### src/hdl/btb_lfu_pkg.sv
`timescale 1ns / 1ps
`default_nettype none

package btb_lfu_pkg;

  localparam int ENTRIES    = 16;
  localparam int COUNT_BITS = 10;
  localparam int IDX_W      = $clog2(ENTRIES);
  localparam int FILL_W     = $clog2(ENTRIES + 1);

  localparam logic [COUNT_BITS-1:0] COUNT_MAX = {COUNT_BITS{1'b1}};

  localparam logic [1:0] FUNC_LOOKUP = 2'd0;
  localparam logic [1:0] FUNC_INSERT = 2'd1;
  localparam logic [1:0] FUNC_UPDATE = 2'd2;

  typedef struct packed {
    logic [31:0]           address;
    logic [31:0]           target;
    logic                  taken;
    logic [COUNT_BITS-1:0] count;
  } slot_t;

  localparam int SLOT_W = $bits(slot_t);

  typedef enum logic [3:0] {
    ST_IDLE  = 4'b0001,
    ST_SCAN  = 4'b0010,
    ST_DRAIN = 4'b0100,
    ST_DONE  = 4'b1000
  } state_t;

endpackage

`default_nettype wire

### src/hdl/btb_lfu_ram.sv
`timescale 1ns / 1ps
`default_nettype none

module btb_lfu_ram #(
  parameter int WIDTH = 8,
  parameter int DEPTH = 16
) (
  input  wire logic                     clk,
  input  wire logic                     wr_en,
  input  wire logic [$clog2(DEPTH)-1:0] wr_addr,
  input  wire logic [WIDTH-1:0]         wr_data,
  input  wire logic                     rd_en,
  input  wire logic [$clog2(DEPTH)-1:0] rd_addr,
  output logic      [WIDTH-1:0]         rd_data
);

  logic [WIDTH-1:0] mem [DEPTH];

  always_ff @(posedge clk) begin
    if (wr_en) begin
      mem[wr_addr] <= wr_data;
    end
    if (rd_en) begin
      rd_data <= mem[rd_addr];
    end
  end

endmodule

`default_nettype wire

### src/hdl/branch_target_buffer_lfu_unit.sv
`timescale 1ns / 1ps
`default_nettype none

// Fully associative branch target buffer with least-use replacement.
// Input channel (in_valid / in_stall) carries func, pc, target_address and
// taken_in; func selects lookup, insert or update. Output channel
// (out_valid / out_stall) returns next_pc, hit and predicted_taken, one
// result per input transfer, in order.
// All slots live in one single-port-read RAM. After a transfer the unit
// reads every slot once through one comparator, looking for the first
// matching valid slot and the first slot with the lowest use count. A
// drain state takes the last read, then the slot is written back and the
// result is loaded into the output register. The unit takes no new item
// until the current one has been scanned and written back.
// in_stall is high while an item is in work. When out_stall holds a result,
// the unit still accepts and scans the next item and waits before write-back
// until the output register frees.
// Reset empties the buffer (fill count zero) and drops any pending result;
// slot contents need no clearing since only filled slots are compared.

module branch_target_buffer_lfu_unit (
  input  wire logic        clk,
  input  wire logic        rst,
  input  wire logic        in_valid,
  output logic             in_stall,
  input  wire logic [1:0]  func,
  input  wire logic [31:0] pc,
  input  wire logic [31:0] target_address,
  input  wire logic        taken_in,
  output logic             out_valid,
  input  wire logic        out_stall,
  output logic      [31:0] next_pc,
  output logic             hit,
  output logic             predicted_taken
);

  import btb_lfu_pkg::*;

  state_t state, state_next;

  logic [1:0]  req_func;
  logic [31:0] req_pc;
  logic [31:0] req_target;
  logic        req_taken;

  logic [FILL_W-1:0] fill_count;
  logic [IDX_W-1:0]  rd_idx;
  logic [IDX_W-1:0]  chk_idx;
  logic              chk_valid;

  logic              found;
  logic [IDX_W-1:0]  match_idx;
  slot_t             match_slot;
  logic [IDX_W-1:0]  victim_idx;
  logic [COUNT_BITS-1:0] min_count;

  slot_t             rd_slot;
  logic [SLOT_W-1:0] rd_data;
  logic              rd_en;
  logic              wr_en;
  logic [IDX_W-1:0]  wr_addr;
  slot_t             wr_slot;

  logic              in_xfer;
  logic              finish;
  logic              full;
  logic              chk_in_fill;
  logic              chk_match;
  logic [31:0]       pc_plus4;

  btb_lfu_ram #(
    .WIDTH(SLOT_W),
    .DEPTH(ENTRIES)
  ) u_ram (
    .clk    (clk),
    .wr_en  (wr_en),
    .wr_addr(wr_addr),
    .wr_data(wr_slot),
    .rd_en  (rd_en),
    .rd_addr(rd_idx),
    .rd_data(rd_data)
  );

  assign rd_slot     = slot_t'(rd_data);
  assign in_stall    = (state != ST_IDLE);
  assign in_xfer     = in_valid && !in_stall;
  assign finish      = (state == ST_DONE) && (!out_valid || !out_stall);
  assign full        = (fill_count == FILL_W'(ENTRIES));
  assign rd_en       = (state == ST_SCAN);
  assign chk_in_fill = (FILL_W'(chk_idx) < fill_count);
  assign chk_match   = chk_valid && chk_in_fill && (rd_slot.address == req_pc);
  assign pc_plus4    = req_pc + 32'd4;

  always_comb begin
    state_next = state;
    unique case (state)
      ST_IDLE:  if (in_xfer) state_next = ST_SCAN;
      ST_SCAN:  if (rd_idx == IDX_W'(ENTRIES - 1)) state_next = ST_DRAIN;
      ST_DRAIN: state_next = ST_DONE;
      ST_DONE:  if (finish) state_next = ST_IDLE;
      default:  state_next = ST_IDLE;
    endcase
  end

  always_comb begin
    wr_en   = 1'b0;
    wr_addr = match_idx;
    wr_slot = match_slot;
    if (finish) begin
      case (req_func)
        FUNC_LOOKUP: begin
          wr_en = found;
          if (match_slot.count != COUNT_MAX) begin
            wr_slot.count = match_slot.count + COUNT_BITS'(1);
          end
        end
        FUNC_INSERT: begin
          wr_en           = 1'b1;
          wr_addr         = full ? victim_idx : fill_count[IDX_W-1:0];
          wr_slot.address = req_pc;
          wr_slot.target  = req_target;
          wr_slot.taken   = req_taken;
          wr_slot.count   = COUNT_BITS'(1);
        end
        FUNC_UPDATE: begin
          wr_en         = found;
          wr_slot.taken = req_taken;
        end
        default: wr_en = 1'b0;
      endcase
    end
  end

  always_ff @(posedge clk) begin
    if (rst) begin
      state      <= ST_IDLE;
      fill_count <= '0;
      chk_valid  <= 1'b0;
      out_valid  <= 1'b0;
    end else begin
      state     <= state_next;
      chk_valid <= rd_en;
      if (finish && (req_func == FUNC_INSERT) && !full) begin
        fill_count <= fill_count + FILL_W'(1);
      end
      if (finish) begin
        out_valid <= 1'b1;
      end else if (!out_stall) begin
        out_valid <= 1'b0;
      end
    end
  end

  always_ff @(posedge clk) begin
    if (in_xfer) begin
      req_func   <= func;
      req_pc     <= pc;
      req_target <= target_address;
      req_taken  <= taken_in;
      rd_idx     <= '0;
      found      <= 1'b0;
    end
    if (rd_en) begin
      rd_idx  <= rd_idx + IDX_W'(1);
      chk_idx <= rd_idx;
    end
    if (chk_valid) begin
      if (chk_match && !found) begin
        found      <= 1'b1;
        match_idx  <= chk_idx;
        match_slot <= rd_slot;
      end
      if ((chk_idx == '0) || (rd_slot.count < min_count)) begin
        min_count  <= rd_slot.count;
        victim_idx <= chk_idx;
      end
    end
    if (finish) begin
      hit             <= found;
      predicted_taken <= found && match_slot.taken;
      if ((req_func == FUNC_LOOKUP) && found && match_slot.taken) begin
        next_pc <= match_slot.target;
      end else begin
        next_pc <= pc_plus4;
      end
    end
  end

endmodule

`default_nettype wire
### config.mk
export PLATFORM = sky130hd
export DESIGN_NAME = branch_target_buffer_lfu_unit
export DESIGN_NICKNAME = d
export VERILOG_FILES = /design/src/hdl/btb_lfu_pkg.sv /design/src/hdl/btb_lfu_ram.sv /design/src/hdl/branch_target_buffer_lfu_unit.sv
export SDC_FILE = /design/constraint.sdc
export NUM_CORES = 2
export LEC_CHECK = 0
export ABC_CLOCK_PERIOD_IN_PS = 5100
export BUFFER_PORTS_ARGS = -buffer_cell sky130_fd_sc_hd__buf_2
export CORE_ASPECT_RATIO = 1.5
export CORE_MARGIN = 5
export CORE_UTILIZATION = 48
export DETAILED_ROUTE_END_ITERATION = 10
export PLACE_DENSITY = 0.66
export SLEW_MARGIN = 10
export SYNTH_ARGS = -nofsm -noshare
export SYNTH_HDL_FRONTEND = slang
export SYNTH_SLANG_ARGS = --single-unit
### constraint.sdc
create_clock -name clk -period 5.1 [get_ports clk]
set_input_delay 0.255 -clock clk [delete_from_list [all_inputs] [get_ports clk]]
set_output_delay 0.255 -clock clk [all_outputs]
set_load 0.02 [all_outputs]
; After elaboration in Yosys (flattened, before gate mapping)
; Memories as Yosys holds them, arrays and structs flattened. A register that Yosys moved wholly into a read port is not among the register bits.
; Cells that the tools add are included.
[totals]
ff_bits = 214
mem_bits_rw = 1200
input_bits = 71
elab_cells = 92
mem_count = 1
[op_classes]
n_addsub = 4
order_cmp = 2
eq_ne = 15
n_mux = 24
n_reduce_logical = 25
[memory_table]
columns = memory, words, width, read_ports, rd_clocked_by_memory_dff, wr, line_no
row1 = u_ram.mem, 16, 75, 1, 1, 1, btb_lfu_ram.sv:17  ; logic [WIDTH-1:0] mem [DEPTH];
[ops]
columns = cell, n
row1 = $mux 75, 1
row2 = $mux 64, 1
row3 = $add 32x3->32 const B, 1
row4 = $eq 32x32->1, 1
row5 = $mux 32, 1
row6 = $mux 4, 8
row7 = $pmux 10 s2, 1
row8 = $pmux 4 s4, 1
row9 = $add 10x1->10 const B, 1
row10 = $logic_and 1x1->1, 10
row11 = $lt 10x10->1, 1
row12 = $mux 10, 1
row13 = $ne 10x10->1 const B, 1
row14 = $mux 1, 9
row15 = $eq 4x4->1 const B, 2
row16 = $add 5x1->5 const B, 1
row17 = $eq 5x5->1 const B, 1
row18 = $logic_not 1->1, 5
row19 = $lt 4x5->1, 1
row20 = $add 4x1->4 const B, 1
row21 = $eq 4x1->1 const B, 1
row22 = $eq 4x2->1 const B, 1
row23 = $eq 4x3->1 const B, 1
row24 = $logic_not 4->1, 1
row25 = 12 further kinds, 17

; Depth between registers and ports, before layout
[depth]
depth_word = 6
mapped_depth = 8

; By module
; Synthesis repeated with hierarchy kept, for this count alone.
[unflattened]
hier_cells = 2657
area_unflattened_um2 = 56634.3
[by_module_without_submodules]
columns = module, instances, cells_per_inst, area_per_inst_um2
row1 = btb_lfu_ram, 1, 1926, 47070.1
row2 = branch_target_buffer_lfu_unit, 1, 731, 9564.2

; Worst setup path before layout
; Ideal clock, no wire load.
[synth_path]
path_type = register -> register
from = register fill_count[0]
to = memory u_ram.mem[2][0] (netlist bit), enable pin
setup_ps = 509
arrival_time_ps = 4782
setup_slack_ps = -191
stages_incl_launch_ff = 9
n_path_buf = 1
synth_period_minus_slack_ps = 5291
cell_sequence = dfxtp_1 -> inv_1 -> ha_1 -> nor4bb_1 -> clkbuf_1 -> mux2i_1 -> nor3b_1 -> a31oi_1 -> nor2_1
[synth_via]
elab_chain_len = 4
[synth_rtl]
columns = element, line_no
row1 = "start, declared", branch_target_buffer_lfu_unit.sv:46  ; logic [FILL_W-1:0] fill_count;
row2 = "start signal, assigned", branch_target_buffer_lfu_unit.sv:144  ; fill_count <= fill_count + FILL_W'(1);
row3 = $eq 5x5->1, branch_target_buffer_lfu_unit.sv:88  ; assign full = (fill_count == FILL_W'(ENTRIES));
row4 = $mux 4 (*), branch_target_buffer_lfu_unit.sv:119  ; wr_addr = full ? victim_idx : fill_count[IDX_W-1:0];
row5 = $mux 4 (*), branch_target_buffer_lfu_unit.sv:110  ; case (req_func)
row6 = $mux 4 (*), branch_target_buffer_lfu_unit.sv:109  ; if (finish) begin
row7 = "end, declared", btb_lfu_ram.sv:17
; Every way passes the cells marked *; elsewhere a longest branch is shown, timed or not.

; Worst setup path after layout
[layout_path]
from = register state[0]
to = memory u_ram.mem[7][73] (netlist bit), enable pin
[layout_via]
elab_chain_len = 5
elab_cells_between_ends = 6
cone_classes = eq/ne: 1 / mux: 4 / reduce/logical: 1
[layout_rtl]
columns = element, line_no
row1 = "start, declared", branch_target_buffer_lfu_unit.sv:39  ; state_t state, state_next;
row2 = "start signal, assigned", branch_target_buffer_lfu_unit.sv:141  ; state <= state_next;
row3 = $eq 4x4->1 (*), branch_target_buffer_lfu_unit.sv:87  ; assign finish = (state == ST_DONE) && (!out_valid || !out_stall);
row4 = $logic_and 1x1->1 (*), branch_target_buffer_lfu_unit.sv:87
row5 = $mux 1, branch_target_buffer_lfu_unit.sv:109
row6 = $mux 1, btb_lfu_ram.sv:20  ; if (wr_en) begin
row7 = $mux 1 (not written as such), btb_lfu_ram.sv:21  ; mem[wr_addr] <= wr_data;
; Marked as above.

==> qor.log <==
INFO  timing         finalMaxSlewViolations=0
INFO  layout         areaGrowthSynthToFinish=13.22%
INFO  flow_run       max_cap_viol_count=0
INFO  logic_synthesis yosys_most_used_dff=edfxtp_1
INFO  worst_setup_path cp_data_arrival_time=4.25ns
INFO  drt            route.antenna.remaining_nets=0
INFO  clock_tree     cts.reportedPaths.clkPinSlew=0.07ns
INFO  drt            routed-wl-met2=72.15mm
INFO  logic_synthesis synth_cells=2829
INFO  worst_setup_path crit_path_max_incr_delay=0.94ns
INFO  drt            vias_per_cell=6.035
INFO  power_and_ir_drop static-leakage-power=20.60nW
INFO  worst_setup_path worstSetupPathType=reg -> reg
INFO  clock_tree     cts_made_buffers=132
INFO  die            die-area=127100um^2
INFO  drt            drt_iter0_drc=3428
INFO  grt            grt_max_degree=141
INFO  grt            groute.usage.overall=22.01%
INFO  drt            route.met3.wl=10.49mm
INFO  hold_path      holdCritPathClass=in -> reg
INFO  layout         nets=3151
INFO  grt            grt_antenna_before_repair=6
INFO  worst_setup_path worst_setup_path_start_kind=flop
INFO  logic_synthesis yosys_warnings=0
INFO  logic_synthesis synth.ff_latch_count=1489
INFO  timing         post-route-min-period=3.867ns
INFO  clock_tree     cts_htree_levels=4
INFO  die            num_rows=155
INFO  worst_setup_path critical-path-slowest-cell=nor2_4
INFO  clock_tree     cts_sink_count=1489
INFO  clock_tree     cts_tree=yes
INFO  layout         drive_above_1_share=22.46%
INFO  clock_tree     ctsLongestPathBuffers=3
INFO  grt            grt_first_pass_wirelength=203.1mm
INFO  drt            post-route-drc-count=0
INFO  power_and_ir_drop p_per_area=376.3nW/um^2
INFO  status         run_status=complete, no violations
INFO  logic_synthesis synth.lib_cells_used.distinct=60
INFO  power_and_ir_drop ir_drop=277.9uV
INFO  timing         hold_slack=0.2157ns
INFO  timing         tightest_slew=1.254ns
INFO  drt            dr.pass1.iters=5
INFO  grt            vias_in_the_first_global_route=29440
INFO  die            core_area=119100um^2
INFO  logic_synthesis number_of_enable_flip_flop_cells_after_synthesis=1477
INFO  die            initial_core_util=48.36%
INFO  timing         unrepaired_setup_endpoints_after_global_routing=false
INFO  drt            top_layer_used=met5
INFO  logic_synthesis synth_area_per_cell=20.36um^2
INFO  die            dieWidth=292.8um
INFO  logic_synthesis mappedNetlistNets=2919
INFO  placement      replace_congestion=0.8977
INFO  timing         achievable-frequency=0.2586GHz
INFO  worst_setup_path critical_path.endpoint_type=flop
INFO  die            design.portCount=107
INFO  placement      io_buffers=106
INFO  timing         worst_clock_skew=0.02445ns
INFO  layout         fillCellCount=8907
INFO  timing         report.final.hold_viol_count=0
INFO  drt            routedLengthMet1=52.95mm
INFO  timing         final-setup-viol-count=0
INFO  clock_tree     cts.root.buffer_cell=clkbuf_16
INFO  worst_setup_path worstPathCellList=nor4b_4 > and3_4 > mux2i_1 > nand2_1 > nor2_4 > buf_12
INFO  drt            post_drt_wl_per_cell=29.47um
INFO  drt            vias=28590
INFO  worst_setup_path cp.required=5.48ns
INFO  layout         fin_cells=4738
INFO  placement      hpwlAfterDp=82.71mm
INFO  logic_synthesis synth.yosys.seq_area_share=77.43%
INFO  worst_setup_path crit_path_max_fanout=47
INFO  grt            global_route.overflow_total=0
INFO  placement      placed_cells=4427
INFO  drt            wirelength=139.6mm
INFO  logic_synthesis post_synth_instance_area=57590um^2
INFO  timing         layout_worst_path_cycle_share=75.82%
INFO  die            die_h=434.2um
INFO  logic_synthesis async_flop_share=0%
INFO  clock_tree     source_to_sink_clock_delay_at_the_later_pin_of_the_worst_skew_pair=0.75ns
INFO  clock_tree     post_cts.resized_instances=0
INFO  timing         worst_slew_margin_relative_to_its_limit=16.22%
==> per-layer routing <==
| layer | track usage (%) | up-vias |
|---|---|---|
| li1 | - | 11920 |
| met3 | 4.235 | 234 |
| met4 | 6.466 | 4 |
| met1 | 28.82 | 15170 |
| met2 | 37.93 | 1267 |
| met5 | 0 | - |
==> cell usage after synthesis (3+ instances only) <==
cell type | count | area, um^2
a211oi_1 | 78 | 585.6
a21o_1 | 6 | 45.04
a21oi_1 | 85 | 425.4
a22o_1 | 4 | 35.03
a31oi_1 | 5 | 31.28
and2_1 | 4 | 25.02
and3_1 | 8 | 50.05
and4_1 | 3 | 26.28
buf_1 | 11 | 41.29
buf_2 | 33 | 165.2
buf_4 | 13 | 97.59
buf_6 | 17 | 191.4
clkbuf_1 | 73 | 274.0
dfxtp_1 | 12 | 240.2
edfxtp_1 | 1477 | 44350
ha_1 | 19 | 237.7
inv_1 | 29 | 108.9
mux2i_1 | 80 | 800.8
mux4_2 | 300 | 6756
nand2_1 | 247 | 927.1
nand2b_1 | 4 | 25.02
nand3_1 | 21 | 105.1
nand4_1 | 16 | 100.1
nor2_1 | 42 | 157.7
nor2b_1 | 79 | 494.2
nor3_1 | 14 | 70.07
nor4_1 | 9 | 56.30
nor4_2 | 4 | 50.05
o21ai_0 | 32 | 160.2
o21ai_1 | 5 | 25.02
xnor2_1 | 59 | 516.8
xor2_1 | 7 | 61.31
==> cells by family after synthesis <==
logic type | count (synthesis) | synth area share, %
DFF | 1489 | 77.43
and+or+nand+nor | 467 | 3.952
muxes | 382 | 13.16
AOI/OAI and AO/OA | 230 | 2.512
buffers and inverters | 176 | 1.525
xor gates and xnor gates | 66 | 1.004
adders and majority gates | 19 | 0.4128
==> timing repair <==
action / CTS / global route
hold endpoints to repair: 79 / 0
hold buffers: 70 / 0
buffers inserted: 0 / 0
==> through the flow <==
stage	worst slack [ns]	instance area, um^2	utilization [%]	setup TNS [ns]	power, mW
floorplan	-0.1907	57590	-	-111.60	14.42
global placement	1.305	60210	50.56	0	14.78
detailed placement	1.250	60210	50.56	0	14.78
CTS	1.238	65200	54.75	0	24.70
global route	1.069	65200	54.75	0	25.28
finish	1.233	65200	54.76	0	24.54
==> worst paths after layout <==
| check | from | endpoint | slack [ns] | cells after the start |
|---|---|---|---|---|
| hold reg to reg | u_ram.rd_data[42] | match_slot[42] | 0.42 | 0 |
| setup reg to reg | state[0] | u_ram.mem[7][73] | 1.23 | 6 |
| hold / removal | target_address[23] | req_target[23] | 0.22 | 2 |
| setup / recovery | state[0] | u_ram.mem[7][73] | 1.23 | 6 |
==> worst max-delay path, delay by kind of cell (launching register included) <==
kind,cells,cell delay [ns]
buffers and inverters,1,0.39
AND/OR/NAND/NOR,4,2.30
flip-flops,1,0.37
multiplexers,1,0.30
==> final cells by class <==
class	count	area [um^2]	share of cell area (%)
Antenna cell	3	7.507	0.01151
Clock buffer	162	3480	5.336
Clock inverter	76	808.3	1.240
Inverter	29	112.6	0.1727
Multi-Input combinational cell	1164	12280	18.83
Sequential cell	1489	44590	68.39
Tap cell	1570	1964	3.013
Timing Repair Buffer	245	1962	3.009
==> sequential cells by signal, indices dropped and copies added (netlist names), 5 cells and up <==
name           flops
next_pc           32
min_count         10
u_ram.rd_data     75
req_pc            32
req_target        32
match_slot        75
u_ram.mem       1200
fill_count         5
==> power by group <==
part | internal [mW] | total (mW) | switching [mW]
clock | 5.61 | 9.98 | 4.37
sequential | 13.4 | 13.4 | 0.0746
combinational | 0.512 | 1.13 | 0.616
==> cells in the final DEF, fill, tap and decap left out, drive strengths merged, types with 42 or more instances in the layout <==
master | synthesis | routed
xnor2 | 59 | 59
nor2b | 79 | 79
clkinv | 0 | 42
a211oi | 78 | 78
nand2 | 247 | 247
nor2 | 42 | 42
buf | 74 | 175
edfxtp | 1477 | 1477
a21oi | 85 | 85
clkbuf | 73 | 162
dlygate4sd3 | 0 | 70
mux2i | 80 | 80
mux4 | 300 | 300
No activity file was read; power rests on OpenSTA's default activity.
